--- src/hw/rtl/spicr_pkg.sv ---
`timescale 1ns / 1ps
`default_nettype none
// ----------------------------------------------------------------------------
// spicr_pkg
// Shared types and constants for the SPI controller register block.
// ----------------------------------------------------------------------------
package spicr_pkg;

    localparam logic [1:0] OP_READ  = 2'd0;
    localparam logic [1:0] OP_WRITE = 2'd1;
    localparam logic [1:0] OP_PIN   = 2'd2;
    localparam logic [1:0] OP_DMA   = 2'd3;

    localparam logic [2:0] K_READ    = 3'd0;
    localparam logic [2:0] K_XCHG    = 3'd1;
    localparam logic [2:0] K_RXDMA   = 3'd2;
    localparam logic [2:0] K_TXREQ   = 3'd3;
    localparam logic [2:0] K_SELECT  = 3'd4;
    localparam logic [2:0] K_RELEASE = 3'd5;

    localparam logic [1:0] REG_CR1  = 2'd0;
    localparam logic [1:0] REG_CR2  = 2'd1;
    localparam logic [1:0] REG_SR   = 2'd2;
    localparam logic [1:0] REG_DATA = 2'd3;

    localparam int CR1_EN_BIT = 6;
    localparam int CR2_RXDMA_BIT = 0;
    localparam int CR2_TXDMA_BIT = 1;

    localparam logic [6:0] PIN_DEV4 = 7'd45;
    localparam logic [6:0] PIN_DEV2 = 7'd46;
    localparam logic [6:0] PIN_DEV3 = 7'd47;
    localparam logic [6:0] PIN_DEV1 = 7'd68;

    localparam logic [1:0] CFG_DEV1 = 2'd0;
    localparam logic [1:0] CFG_DEV2 = 2'd1;
    localparam logic [1:0] CFG_DEV4 = 2'd2;

    localparam logic signed [4:0] CS_NONE = -5'sd1;
    localparam logic signed [3:0] LG_NONE = -4'sd1;

    // controller -> datapath commands
    typedef struct packed {
        logic       load;      // capture the item
        logic       do_emit;   // put result on output
        logic [2:0] emit_kind;
        logic       emit_last;
        logic       rd_pop;    // data read pops FIFO
        logic       wr_ctrl;   // apply CR1/CR2 write
        logic       push;      // push rx byte into FIFO
        logic       set_sel;   // commit new select
        logic       set_pin;   // pin_driven_select <= 1
        logic       release_sel;
        logic       next_byte; // advance exchange index
    } spicr_cmd_t;

    // datapath -> controller status
    typedef struct packed {
        logic       op_read;
        logic       op_write;
        logic       op_pin;
        logic       op_dma;
        logic [1:0] reg_sel;
        logic       cr1_en_new;   // CR1 enable after pending write
        logic       cr1_en;
        logic       tx_dma_en;    // with pending write applied
        logic       rx_dma_go;
        logic       pin_drv;
        logic       phys_valid;
        logic       byte_done;    // current byte is the last
        logic       fifo_full;
        logic       pin_known;
        logic       pin_level;
        logic       ph_valid;     // mapped physical line exists
        logic       already_sel;
        logic       sel_ok;
        logic       release_match;
    } spicr_stat_t;

endpackage
`default_nettype wire

--- src/hw/rtl/spi_controller_regs_rx_fifo_top.sv ---
`timescale 1ns / 1ps
`default_nettype none
// ----------------------------------------------------------------------------
// spi_controller_regs_rx_fifo_top
// SPI controller register block with receive FIFO.
// Items are taken only while idle (busy low); a new item is not accepted until the last one ends.
// Reads, control writes and pin releases end at decode; pin asserts add a TX check step;
// enabled data writes and DMA items run an exchange then a routing step for each byte.
// Async active-low reset clears registers, selects and FIFO pointers.
// Results are strobed by done; the receiver cannot stall.
// ----------------------------------------------------------------------------
module spi_controller_regs_rx_fifo_top #(
    parameter int RX_DEPTH = 64
) (
    input  wire               clk,
    input  wire               rst_n,
    input  wire               cfg_we,
    input  wire [1:0]         cfg_index,
    input  wire [4:0]         cfg_wdata,
    input  wire               start,
    output logic              busy,
    input  wire [1:0]         opcode,
    input  wire [3:0]         reg_offset,
    input  wire [2:0]         access_size,
    input  wire [31:0]        write_data,
    input  wire [6:0]         pin_id,
    input  wire               pin_level,
    input  wire [7:0]         dma_tx_byte,
    input  wire               dma_burst_last,
    input  wire [31:0]        slave_rx,
    input  wire               select_ok,
    input  wire               dma_rx_ready,
    output logic              done,
    output logic [2:0]        kind,
    output logic [31:0]       data,
    output logic signed [4:0] cs_line,
    output logic              last
);
    import spicr_pkg::*;

    spicr_cmd_t cmd;
    spicr_stat_t stat;
    logic unused_burst;
    assign unused_burst = dma_burst_last;

    spicr_ctrl u_ctrl (
        .clk(clk), .rst_n(rst_n), .start(start), .busy(busy),
        .stat(stat), .cmd(cmd)
    );

    spicr_datapath #(.RX_DEPTH(RX_DEPTH)) u_dp (
        .clk(clk), .rst_n(rst_n),
        .cfg_we(cfg_we), .cfg_index(cfg_index), .cfg_wdata(cfg_wdata),
        .opcode(opcode), .reg_offset(reg_offset), .access_size(access_size),
        .write_data(write_data), .pin_id(pin_id), .pin_level(pin_level),
        .dma_tx_byte(dma_tx_byte), .slave_rx(slave_rx), .select_ok(select_ok),
        .dma_rx_ready(dma_rx_ready), .cmd(cmd), .stat(stat),
        .done(done), .kind(kind), .data(data), .cs_line(cs_line), .last(last)
    );
endmodule
`default_nettype wire

--- src/hw/rtl/spicr_datapath.sv ---
`timescale 1ns / 1ps
`default_nettype none
// ----------------------------------------------------------------------------
// spicr_datapath
// Registers, select state, RX FIFO and result register.
// ----------------------------------------------------------------------------
module spicr_datapath #(
    parameter int RX_DEPTH = 64
) (
    input  wire                    clk,
    input  wire                    rst_n,
    input  wire                    cfg_we,
    input  wire [1:0]              cfg_index,
    input  wire [4:0]              cfg_wdata,
    input  wire [1:0]              opcode,
    input  wire [3:0]              reg_offset,
    input  wire [2:0]              access_size,
    input  wire [31:0]             write_data,
    input  wire [6:0]              pin_id,
    input  wire                    pin_level,
    input  wire [7:0]              dma_tx_byte,
    input  wire [31:0]             slave_rx,
    input  wire                    select_ok,
    input  wire                    dma_rx_ready,
    input  wire spicr_pkg::spicr_cmd_t cmd,
    output spicr_pkg::spicr_stat_t stat,
    output logic                   done,
    output logic [2:0]             kind,
    output logic [31:0]            data,
    output logic signed [4:0]      cs_line,
    output logic                   last
);
    import spicr_pkg::*;

    localparam int AW = (RX_DEPTH > 1) ? $clog2(RX_DEPTH) : 1;
    localparam int FW = $clog2(RX_DEPTH + 1);
    localparam logic [AW-1:0] PTR_MAX = AW'(RX_DEPTH - 1);
    localparam logic [FW-1:0] FILL_MAX = FW'(RX_DEPTH);

    logic signed [4:0] cfg_reg [3];
    logic [31:0] cr1_reg, cr2_reg;
    logic signed [3:0] lsel_reg;
    logic signed [4:0] psel_reg;
    logic pin_reg;
    logic [AW-1:0] wp_reg, rp_reg;
    logic [FW-1:0] fill_reg;
    logic [7:0] mem [RX_DEPTH];
    logic [7:0] rdb_reg;

    // latched item
    logic [1:0] op_reg;
    logic [3:0] off_reg;
    logic [2:0] size_reg;
    logic [31:0] wd_reg, srx_reg;
    logic [6:0] pid_reg;
    logic plev_reg, sok_reg, rdy_reg;
    logic [7:0] dtx_reg;
    logic [1:0] idx_reg, nbytes;

    always_ff @(posedge clk or negedge rst_n)
    begin
        if (!rst_n)
        begin
            cfg_reg[0] <= CS_NONE;
            cfg_reg[1] <= CS_NONE;
            cfg_reg[2] <= CS_NONE;
        end
        else if (cfg_we && cfg_index != 2'd3)
        begin
            cfg_reg[cfg_index] <= cfg_wdata;
        end
    end

    always_ff @(posedge clk)
    begin
        if (cmd.load)
        begin
            op_reg <= opcode;
            off_reg <= reg_offset;
            size_reg <= access_size;
            wd_reg <= write_data;
            srx_reg <= slave_rx;
            pid_reg <= pin_id;
            plev_reg <= pin_level;
            sok_reg <= select_ok;
            rdy_reg <= dma_rx_ready;
            dtx_reg <= dma_tx_byte;
        end
    end

    // lane helpers
    logic [1:0] sub;
    logic [4:0] sh;
    logic [31:0] mask, wr_merged;
    assign sub = off_reg[1:0];
    assign sh = {sub, 3'b000};
    always_comb
    begin
        case (size_reg)
            3'd1: mask = 32'h0000_00FF;
            3'd2: mask = 32'h0000_FFFF;
            default: mask = 32'hFFFF_FFFF;
        endcase
    end
    logic full_word;
    assign full_word = size_reg >= 3'd4;

    function automatic logic [31:0] lget(input logic [31:0] r, input logic [4:0] s,
                                         input logic [31:0] m, input logic f);
        lget = f ? r : ((r >> s) & m);
    endfunction

    logic [31:0] old_reg;
    assign old_reg = off_reg[2] ? cr2_reg : cr1_reg;
    assign wr_merged = full_word ? wd_reg
                     : ((old_reg & ~(mask << sh)) | ((wd_reg & mask) << sh));

    // pin mapping
    logic signed [3:0] lg;
    logic signed [4:0] ph;
    always_comb
    begin
        case (pid_reg)
            PIN_DEV4: lg = 4'sd4;
            PIN_DEV2: lg = 4'sd2;
            PIN_DEV3: lg = 4'sd3;
            PIN_DEV1: lg = 4'sd1;
            default:  lg = LG_NONE;
        endcase
        case (lg)
            4'sd1:   ph = cfg_reg[CFG_DEV1];
            4'sd2:   ph = cfg_reg[CFG_DEV2];
            4'sd4:   ph = cfg_reg[CFG_DEV4];
            default: ph = CS_NONE;
        endcase
    end

    logic [1:0] rsel;
    assign rsel = off_reg[3:2];
    logic wr_cr1, wr_cr2;
    assign wr_cr1 = op_reg == OP_WRITE && rsel == REG_CR1;
    assign wr_cr2 = op_reg == OP_WRITE && rsel == REG_CR2;
    logic [31:0] cr1_eff, cr2_eff;
    assign cr1_eff = wr_cr1 ? wr_merged : cr1_reg;
    assign cr2_eff = wr_cr2 ? wr_merged : cr2_reg;

    always_comb
    begin
        case (size_reg)
            3'd0, 3'd1: nbytes = 2'd0;
            3'd2:       nbytes = 2'd1;
            3'd3:       nbytes = 2'd2;
            default:    nbytes = 2'd3;
        endcase
    end

    assign stat.op_read = op_reg == OP_READ;
    assign stat.op_write = op_reg == OP_WRITE;
    assign stat.op_pin = op_reg == OP_PIN;
    assign stat.op_dma = op_reg == OP_DMA;
    assign stat.reg_sel = rsel;
    assign stat.cr1_en_new = cr1_eff[CR1_EN_BIT];
    assign stat.cr1_en = cr1_reg[CR1_EN_BIT];
    assign stat.tx_dma_en = cr1_eff[CR1_EN_BIT] && cr2_eff[CR2_TXDMA_BIT];
    assign stat.rx_dma_go = cr2_reg[CR2_RXDMA_BIT] && rdy_reg;
    assign stat.pin_drv = pin_reg;
    assign stat.phys_valid = !psel_reg[4];
    assign stat.byte_done = (op_reg == OP_DMA) || idx_reg == nbytes;
    assign stat.fifo_full = fill_reg == FILL_MAX;
    assign stat.pin_known = !lg[3];
    assign stat.pin_level = plev_reg;
    assign stat.ph_valid = !ph[4];
    assign stat.already_sel = lsel_reg == lg && psel_reg == ph;
    assign stat.sel_ok = sok_reg;
    assign stat.release_match = lsel_reg == lg && pin_reg;

    // current byte
    logic [7:0] txb, ans, rxb;
    assign txb = (op_reg == OP_DMA) ? dtx_reg : wd_reg[{idx_reg, 3'b000} +: 8];
    assign ans = (op_reg == OP_DMA) ? srx_reg[7:0] : srx_reg[{idx_reg, 3'b000} +: 8];
    assign rxb = psel_reg[4] ? 8'hFF : ans;

    // read value
    logic [31:0] rd_val, sr;
    assign sr = {24'd0, !lsel_reg[3], 5'd0, 1'b1, fill_reg != '0};
    always_comb
    begin
        case (rsel)
            REG_CR1: rd_val = lget(cr1_reg, sh, mask, full_word);
            REG_CR2: rd_val = lget(cr2_reg, sh, mask, full_word);
            REG_SR:  rd_val = lget(sr, sh, mask, full_word);
            default: rd_val = lget({24'd0, rdb_reg}, sh, mask, full_word);
        endcase
    end

    // FIFO storage; head byte prefetched into rdb_reg at item load, 0xFF when empty
    always_ff @(posedge clk)
    begin
        if (cmd.push)
            mem[wp_reg] <= rxb;
        if (cmd.load)
            rdb_reg <= (fill_reg == '0) ? 8'hFF : mem[rp_reg];
    end

    always_ff @(posedge clk or negedge rst_n)
    begin
        if (!rst_n)
        begin
            cr1_reg <= '0;
            cr2_reg <= '0;
            lsel_reg <= LG_NONE;
            psel_reg <= CS_NONE;
            pin_reg <= 1'b0;
            wp_reg <= '0;
            rp_reg <= '0;
            fill_reg <= '0;
            idx_reg <= '0;
            done <= 1'b0;
            kind <= K_READ;
            data <= '0;
            cs_line <= CS_NONE;
            last <= 1'b0;
        end
        else
        begin
            done <= cmd.do_emit;
            if (cmd.do_emit)
            begin
                kind <= cmd.emit_kind;
                last <= cmd.emit_last;
                case (cmd.emit_kind)
                    K_READ:   begin data <= rd_val; cs_line <= CS_NONE; end
                    K_XCHG:   begin data <= {24'd0, txb}; cs_line <= psel_reg; end
                    K_RXDMA:  begin data <= {24'd0, rxb}; cs_line <= psel_reg; end
                    K_SELECT: begin data <= '0; cs_line <= ph; end
                    default:  begin data <= '0; cs_line <= psel_reg; end
                endcase
            end
            if (cmd.load)
                idx_reg <= '0;
            else if (cmd.next_byte)
                idx_reg <= idx_reg + 2'd1;
            if (cmd.wr_ctrl)
            begin
                cr1_reg <= cr1_eff;
                cr2_reg <= cr2_eff;
            end
            if (cmd.rd_pop && fill_reg != '0)
            begin
                rp_reg <= (rp_reg == PTR_MAX) ? '0 : rp_reg + 1'b1;
                fill_reg <= fill_reg - 1'b1;
            end
            if (cmd.push && fill_reg != FILL_MAX)
            begin
                wp_reg <= (wp_reg == PTR_MAX) ? '0 : wp_reg + 1'b1;
                fill_reg <= fill_reg + 1'b1;
            end
            if (cmd.set_sel)
            begin
                lsel_reg <= lg;
                psel_reg <= ph;
            end
            if (cmd.set_pin)
                pin_reg <= 1'b1;
            if (cmd.release_sel)
            begin
                lsel_reg <= LG_NONE;
                psel_reg <= CS_NONE;
                pin_reg <= 1'b0;
            end
        end
    end
endmodule
`default_nettype wire

--- src/hw/rtl/spicr_ctrl.sv ---
`timescale 1ns / 1ps
`default_nettype none
// ----------------------------------------------------------------------------
// spicr_ctrl
// Sequencer: decodes the item and issues its results; a new item is taken only when idle.
// ----------------------------------------------------------------------------
module spicr_ctrl (
    input  wire                    clk,
    input  wire                    rst_n,
    input  wire                    start,
    output logic                   busy,
    input  wire spicr_pkg::spicr_stat_t stat,
    output spicr_pkg::spicr_cmd_t  cmd
);
    import spicr_pkg::*;

    typedef enum logic [2:0] {
        S_IDLE, S_DECODE, S_XCHG, S_ROUTE, S_TXCHK
    } state_t;

    state_t state_reg, state_next;

    assign busy = state_reg != S_IDLE;

    logic fifo_push_ok;
    always_comb
    begin
        cmd = '0;
        state_next = state_reg;
        fifo_push_ok = !stat.fifo_full;
        case (state_reg)
            S_IDLE:
            begin
                if (start)
                begin
                    cmd.load = 1'b1;
                    state_next = S_DECODE;
                end
            end
            S_DECODE:
            begin
                state_next = S_IDLE;
                if (stat.op_read)
                begin
                    cmd.do_emit = 1'b1;
                    cmd.emit_kind = K_READ;
                    cmd.emit_last = 1'b1;
                    cmd.rd_pop = stat.reg_sel == REG_DATA;
                end
                else if (stat.op_write)
                begin
                    case (stat.reg_sel)
                        REG_CR1:
                        begin
                            cmd.wr_ctrl = 1'b1;
                            if (!stat.cr1_en_new && !stat.pin_drv)
                            begin
                                cmd.release_sel = 1'b1;
                                cmd.do_emit = stat.phys_valid;
                                cmd.emit_kind = K_RELEASE;
                                cmd.emit_last = 1'b1;
                            end
                            else
                            begin
                                cmd.do_emit = stat.tx_dma_en && stat.phys_valid;
                                cmd.emit_kind = K_TXREQ;
                                cmd.emit_last = 1'b1;
                            end
                        end
                        REG_CR2:
                        begin
                            cmd.wr_ctrl = 1'b1;
                            cmd.do_emit = stat.tx_dma_en && stat.phys_valid;
                            cmd.emit_kind = K_TXREQ;
                            cmd.emit_last = 1'b1;
                        end
                        REG_DATA:
                        begin
                            if (stat.cr1_en)
                                state_next = S_XCHG;
                        end
                        default: ;
                    endcase
                end
                else if (stat.op_pin)
                begin
                    if (stat.pin_known)
                    begin
                        if (!stat.pin_level)
                        begin
                            if (stat.ph_valid)
                            begin
                                if (stat.already_sel)
                                    cmd.set_pin = 1'b1;
                                else if (stat.sel_ok)
                                begin
                                    cmd.set_pin = 1'b1;
                                    cmd.set_sel = 1'b1;
                                    cmd.do_emit = 1'b1;
                                    cmd.emit_kind = K_SELECT;
                                    // new line is valid, so a TX request follows if enabled
                                    cmd.emit_last = !stat.tx_dma_en;
                                end
                            end
                            state_next = S_TXCHK;
                        end
                        else if (stat.release_match)
                        begin
                            cmd.release_sel = 1'b1;
                            cmd.do_emit = stat.phys_valid;
                            cmd.emit_kind = K_RELEASE;
                            cmd.emit_last = 1'b1;
                        end
                    end
                end
                else
                begin
                    if (stat.cr1_en)
                        state_next = S_XCHG;
                end
            end
            S_TXCHK:
            begin
                // select already committed
                cmd.do_emit = stat.tx_dma_en && stat.phys_valid;
                cmd.emit_kind = K_TXREQ;
                cmd.emit_last = 1'b1;
                state_next = S_IDLE;
            end
            S_XCHG:
            begin
                cmd.do_emit = stat.phys_valid;
                cmd.emit_kind = K_XCHG;
                // last byte going into the FIFO ends the item here
                cmd.emit_last = stat.byte_done && !stat.rx_dma_go;
                state_next = S_ROUTE;
            end
            S_ROUTE:
            begin
                if (stat.rx_dma_go)
                begin
                    cmd.do_emit = 1'b1;
                    cmd.emit_kind = K_RXDMA;
                end
                else
                    cmd.push = fifo_push_ok;
                cmd.emit_last = stat.byte_done;
                if (stat.byte_done)
                    state_next = S_IDLE;
                else
                begin
                    cmd.next_byte = 1'b1;
                    state_next = S_XCHG;
                end
            end
            default: state_next = S_IDLE;
        endcase
    end

    always_ff @(posedge clk or negedge rst_n)
    begin
        if (!rst_n)
            state_reg <= S_IDLE;
        else
            state_reg <= state_next;
    end
endmodule
`default_nettype wire

--- config.mk ---
export PLATFORM = sky130hd
export DESIGN_NAME = spi_controller_regs_rx_fifo_top
export DESIGN_NICKNAME = d
export VERILOG_FILES = /design/src/hw/rtl/spicr_pkg.sv /design/src/hw/rtl/spi_controller_regs_rx_fifo_top.sv /design/src/hw/rtl/spicr_datapath.sv /design/src/hw/rtl/spicr_ctrl.sv
export SDC_FILE = /design/constraint.sdc
export NUM_CORES = 1
export LEC_CHECK = 0
export BUFFER_PORTS_ARGS = -buffer_cell sky130_fd_sc_hd__buf_2
export CAP_MARGIN = 15
export CORE_MARGIN = 3
export CORE_UTILIZATION = 45
export CTS_CLUSTER_DIAMETER = 60
export CTS_CLUSTER_SIZE = 30
export DETAILED_ROUTE_END_ITERATION = 12
export SYNTH_ARGS = -nofsm -noshare
export SYNTH_HDL_FRONTEND = slang
export SYNTH_SLANG_ARGS = --single-unit
--- constraint.sdc ---
create_clock -name clk -period 9.3 [get_ports clk]
set_input_delay 1.86 -clock clk [delete_from_list [all_inputs] [get_ports clk]]
set_output_delay 1.86 -clock clk [all_outputs]
set_load 0.01 [all_outputs]
# Word-level counts from Yosys, hierarchy flattened
# Memory sizes are Yosys's and may differ from the RTL's. A register that Yosys moved wholly into a read port is not among the register bits.
# Cells that the tools add are included.
[totals]
ff_bits = 246
ram_bits = 512
word_cells = 209
memories = 1
[memory_table]
columns = ["name", "words", "word_bits", "read_ports", "rd_ports_with_merged_regs", "wr", "line_no", "source"]
rows = [
  ["u_dp.mem", 64, 8, 1, 1, 1, "spicr_datapath.sv:47", "logic [7:0] mem [RX_DEPTH];"],
]
[classes]
add_sub_neg = 5
n_lt_le_gt_ge = 3
eq_ne = 32
n_shift = 8
n_mux = 84
bitwise = 9
n_reduce_logical = 37
[ops]
columns = ["cell", "count"]
rows = [
  ["$and 32x32->32", 6],
  ["$mux 32", 6],
  ["$pmux 32 s3", 2],
  ["$mux 5", 13],
  ["$pmux 32 s2", 1],
  ["$shiftx 32x6->8", 2],
  ["$shl 32x5->32", 2],
  ["$shr 32x5->32", 2],
  ["$shr 8x5->32", 2],
  ["$mux 3", 11],
  ["$not 32->32", 1],
  ["$or 32x32->32", 1],
  ["$mux 8", 3],
  ["$eq 7x6->1 const B", 3],
  ["$mux 1", 21],
  ["$mux 7", 3],
  ["$mux 2", 10],
  ["$pmux 5 s2", 2],
  ["$pmux 5 s4", 1],
  ["$pmux 4 s4", 1],
  ["$bwmux 15", 1],
  ["$eq 3x2->1 const B", 5],
  ["$pmux 5 s3", 1],
  ["$eq 7x7->1 const B", 2],
  ["36 further kinds", 76],
]

# Logic depth before layout (Yosys ltp)
[logic_depth]
ltp_word = 21
mapped_depth = 12

# Modules after synthesis
# A second synthesis with hierarchy kept.
[unflattened]
hier_cells = 2060
area_unflattened_um2 = 32596.3
[modules_own_cells]
columns = ["mod", "n_inst", "cells_each", "area_per_inst_um2", "seq_area_each_um2"]
rows = [
  ["spicr_datapath", 1, 1993, 32097.0, 22187.5],
  ["spicr_ctrl", 1, 67, 499.2, 75.1],
]

# Worst setup path after synthesis
# No wires, ideal clock.
[synth_timing]
kind = "in2reg"
startpoint = "input port start"
endpoint = "register u_dp.dtx_reg[0] (enable)"
setup_ps = 561
t_arrival_ps = 6045
t_required_ps = 8739
slack_ps = 2694
cell_stages = 2
path_cell_list = "inv_1 > nor2_1"
[synth_rtl]
columns = ["item", "line_no", "source"]
rows = [
  ["from (decl)", "spi_controller_regs_rx_fifo_top.sv:20", "input wire start,"],
  ["to (signal assigned)", "spicr_datapath.sv:87", "dtx_reg <= dma_tx_byte;"],
  ["to (decl)", "spicr_datapath.sv:57", "logic [7:0] dtx_reg;"],
]

# Worst setup path in the final report
[layout_timing]
startpoint = "register u_dp.pid_reg[1]"
endpoint = "register u_dp.kind[1]"
[layout_between]
elab_chain_len = 14
elab_cells_between_ends = 22
cone_classes = "9 x eq/ne; 11 x mux; 2 x reduce/logical"
[layout_lines]
columns = ["item", "line_no", "source"]
rows = [
  ["from (decl)", "spicr_datapath.sv:55", "logic [6:0] pid_reg;"],
  ["from (signal assigned)", "spicr_datapath.sv:83", "pid_reg <= pin_id;"],
  ["$eq 7x7->1 / $eq 7x6->1 (equally long branches)", "spicr_datapath.sv:123", "case (pid_reg)"],
  ["$pmux 4 s4 (*)", "spicr_datapath.sv:123", ""],
  ["$eq 4x3->1, or another cell as far along", "spicr_datapath.sv:130", "case (lg)"],
  ["$pmux 5 s3", "spicr_datapath.sv:130", ""],
  ["$eq 5x5->1", "spicr_datapath.sv:173", "assign stat.already_sel = lsel_reg == lg && psel_reg == ph;"],
  ["$logic_and 1x1->1", "spicr_datapath.sv:173", ""],
  ["$mux 5", "spicr_ctrl.sv:93", "if (stat.already_sel)"],
  ["$mux 5", "spicr_ctrl.sv:91", "if (stat.ph_valid)"],
  ["$mux 5", "spicr_ctrl.sv:89", "if (!stat.pin_level)"],
  ["$mux 5 (*)", "spicr_ctrl.sv:87", "if (stat.pin_known)"],
  ["$mux 5 (*)", "spicr_ctrl.sv:85", "else if (stat.op_pin)"],
  ["$mux 5 (*)", "spicr_ctrl.sv:50", "else if (stat.op_write)"],
  ["$mux 5 (*)", "spicr_ctrl.sv:43", "if (stat.op_read)"],
  ["$pmux 5 s4 (*)", "spicr_ctrl.sv:31", "case (state_reg)"],
  ["to (signal assigned)", "spicr_datapath.sv:229", "kind <= cmd.emit_kind;"],
  ["to (decl)", "spicr_datapath.sv:28", "output logic [2:0] kind,"],
]
# Every way passes the cells marked *; elsewhere a longest branch is shown, timed or not.
# A chain may end at the register's enable or synchronous reset.

==> results.yml <==
grt:
  grt_pass1_wl_mm: 128
  grt_start_max_net_pins: 106
  grt-ovfl-total: 0
  antenna_found_initial: 2
  grt_pass1_vias: 19600
  grt_usage_pct: 21.9
sta:
  fin_skew_ns: 0.0487
  rsz0062_at_grt: "no"
  hold_viol: 0
  setup_viol: 0
  tightest_slew_ns: 1.15
  min_period_over_period_pct: 53.0
  fin_crit_ns: 4.93
  maxClockFrequency_mhz: 203
  drv_slew: 0
  max_slew_margin_pct: 23.3
  setup_tns_ns: 0
finish:
  largest_register_ffs: 512
  regArea_um2: 22300
  regMostFlops: "u_dp.mem"
  multiInputGateArea_um2: 10200
  nFillCells: 5952
  diodes: 0
  final_core_util_pct: 51.1
  final_nets: 2252
  area_growth_pct: 11.4
  final_cells: 3138
  drive_above_1_share_pct: 27.7
synth:
  seq_area_frac_synth_pct: 67.4
  synth_top_cell_by_area: "edfxtp_1"
  ys.warnings.count: 0
  synth_top_area_share_pct: 55.5
  syn-num-nets: 2152
  synth_ff_type: "edfxtp_1"
  syn_inst: 2041
  synth_edf_count: 611
  synth.most_common_cell: "edfxtp_1"
  synthDistinctLibCells: 76
  synth_area_um2: 33000
  syn_area_per_cell_um2: 16.2
  synth_common_cells: "edfxtp_1 (611), mux4_2 (176), nor2_1 (128), dfrtp_1 (126), nand2_1 (109)"
  async_flop_share_pct: 20.2
  synth.area.top_cells: "edfxtp_1 (56%), mux4_2 (12%), dfrtp_1 (9.5%), mux2_2 (2.5%), dfstp_2 (2.3%)"
  synth-seq-cells: 766
clock_tree:
  cts.clk_slew.worst_paths_ns: 0.08
  root_buffer: "clkbuf_16"
  clockBufferDepth: 3
  clk_latency_ns: 0.65
  htreeDepth: 2
  cts_tree: "built"
  cts-buffers-inserted: 55
  post_cts_buffers: 0
  cts_resized: 0
  cts.sinks: 766
  postCtsHoldBufs: 0
worst_setup_path:
  cp_common_cell: "or3_1"
  path_class: "flop to flop"
  reg2reg_depth: 8
  r2r-start: "u_dp.pid_reg[1]$_DFFE_PP_"
  arrival_ns: 5.43
  critPathMaxStageDelay_ns: 0.85
  startpoint_type: "flop"
  critPathCaptureType: "flop"
  worstSetupStartpoint: "u_dp.pid_reg[1]$_DFFE_PP_"
  cp_slowest_cell: "or4_1"
  crit_required_ns: 9.80
  critPathMaxFanout: 31
  path_cells: "or4b_1 > or3_1 > o21a_1 > or3_1 > or4_1 > a21oi_4 > inv_2 > mux2_4"
  r2r_setup_slack_ns: 4.37
floorplanning:
  die_y_um: 277
  pin_count: 146
  die_area_um2: 76700
  die_w_um: 277
  rows: 98
  start_util_pct: 45.8
  coreArea_um2: 72100
outcome:
  status: "completed"
power:
  seqPwrFrac_pct: 49.8
  combPwrFrac_pct: 18.9
  sw_frac_of_total_pct: 28.9
  p_sw_mw: 2.42
  p_int_mw: 5.96
  p_clk_share_pct: 31.2
  power.density_nw_per_um2: 228
  leakagePower_nw: 12.1
  ir_drop_mv: 0.211
drt:
  drt-total-wl_mm: 85.0
  vias_per_cell: 6.20
  drtIter0Drc: 2258
  antenna_left: 0
  drt_pass1_iterations: 8
  dr_total_vias: 19500
  drc: 0
  wl_per_cell_um: 27.1
placed_design:
  io_buffers: 144
  dp_cells: 3033
  place_congestion: 0.900
  hpwlAfterDp_mm: 55.5
hold_path:
  worstHoldStart: "u_dp.cr2_reg[16]$_DFFE_PN0P_"
  hp-class: "flop to flop"
  min_path_cells: 2
job:
  maxCapViolCount: 0
[area by class of cell]
type	count	share of cell area [%]
Sequential cell	766	60.5
Clock buffer	58	3.77
Multi-Input combinational cell	1108	27.8
Tap cell	950	3.23
Clock inverter	46	1.59
Inverter	25	0.255
Timing Repair Buffer	185	2.84
[cell usage in the layout (no fill, tap or decap), types with 16 or more instances in the layout]
cell / count
a211oi_1: 34
a21oi_1: 74
a221oi_1: 17
a222oi_1: 16
a22o_1: 16
buf_2: 143
buf_4: 40
clkbuf_16: 55
dfrtp_1: 123
dfstp_2: 29
edfxtp_1: 611
inv_1: 23
mux2_2: 74
mux2i_1: 24
mux4_2: 176
nand2_1: 109
nand3_1: 23
nor2_1: 126
o211ai_1: 49
o21a_1: 16
o21ai_0: 83
o31ai_1: 23
[per-stage QoR]
step                setup slack (ns)  area, µm²  total power [mW]  hold slack [ns]
floorplan                       2.69      33000              5.29            0.460
global placement                4.51      34800              5.81            0.479
detailed placement              4.42      34800              5.85            0.489
CTS                             4.40      36800              8.46            0.507
global route                    4.14      36800              8.73            0.531
finish                          4.37      36800              8.39            0.507
[power by group through the flow]
stage | Clock (mW) | Combinational, mW | Sequential, mW
after CTS | 2.68 | 1.60 | 4.18
final | 2.62 | 1.59 | 4.18
after floorplan | 0 | 1.12 | 4.17
after global routing | 2.81 | 1.71 | 4.21
after global placement | 0 | 1.57 | 4.25
after detailed placement | 0 | 1.60 | 4.26
[worst max-delay path, delay by kind of cell, from the launching register on]
family                 cells  cell delay, ns
buffers and inverters      1            0.30
muxes                      1            0.36
and+or+nand+nor            4            2.53
AOI/OAI and AO/OA          2            1.00
DFF                        1            0.62
[routing by layer]
metal / vias to the layer above / GRT usage [%] / share of wire, %
li1: 8452 / - / -
met1: 10100 / 32.5 / 44
met2: 812 / 33.9 / 46
met3: 129 / 3.74 / 7.7
met4: 0 / 5.85 / 2.6
met5: - / 0 / 0
[logic make-up (layout without fill, tap and decap cells)]
kind of cell | count (synthesis) | after routing | share of synthesized area, %
AO/OA/AOI/OAI | 440 | 440 | 9.31
buffers and inverters | 167 | 314 | 1.95
flip-flops | 766 | 766 | 67.4
adder cells (fa/ha/maj) | 8 | 8 | 0.326
multiplexers | 276 | 276 | 15.3
XOR/XNOR | 15 | 15 | 0.398
AND/OR/NAND/NOR | 369 | 369 | 5.28
[worst paths after layout]
path | endpoint
min in group asynchronous | u_dp.pin_reg$_DFFE_PN0P_
max in group asynchronous | u_dp.cr2_reg[25]$_DFFE_PN0P_
min reg2reg | u_dp.cr2_reg[16]$_DFFE_PN0P_
min | u_dp.cr2_reg[16]$_DFFE_PN0P_
max | u_dp.kind[1]$_DFFE_PN0P_
max reg2reg | u_dp.kind[1]$_DFFE_PN0P_
Note: power is estimated with default switching activity, not from simulation.
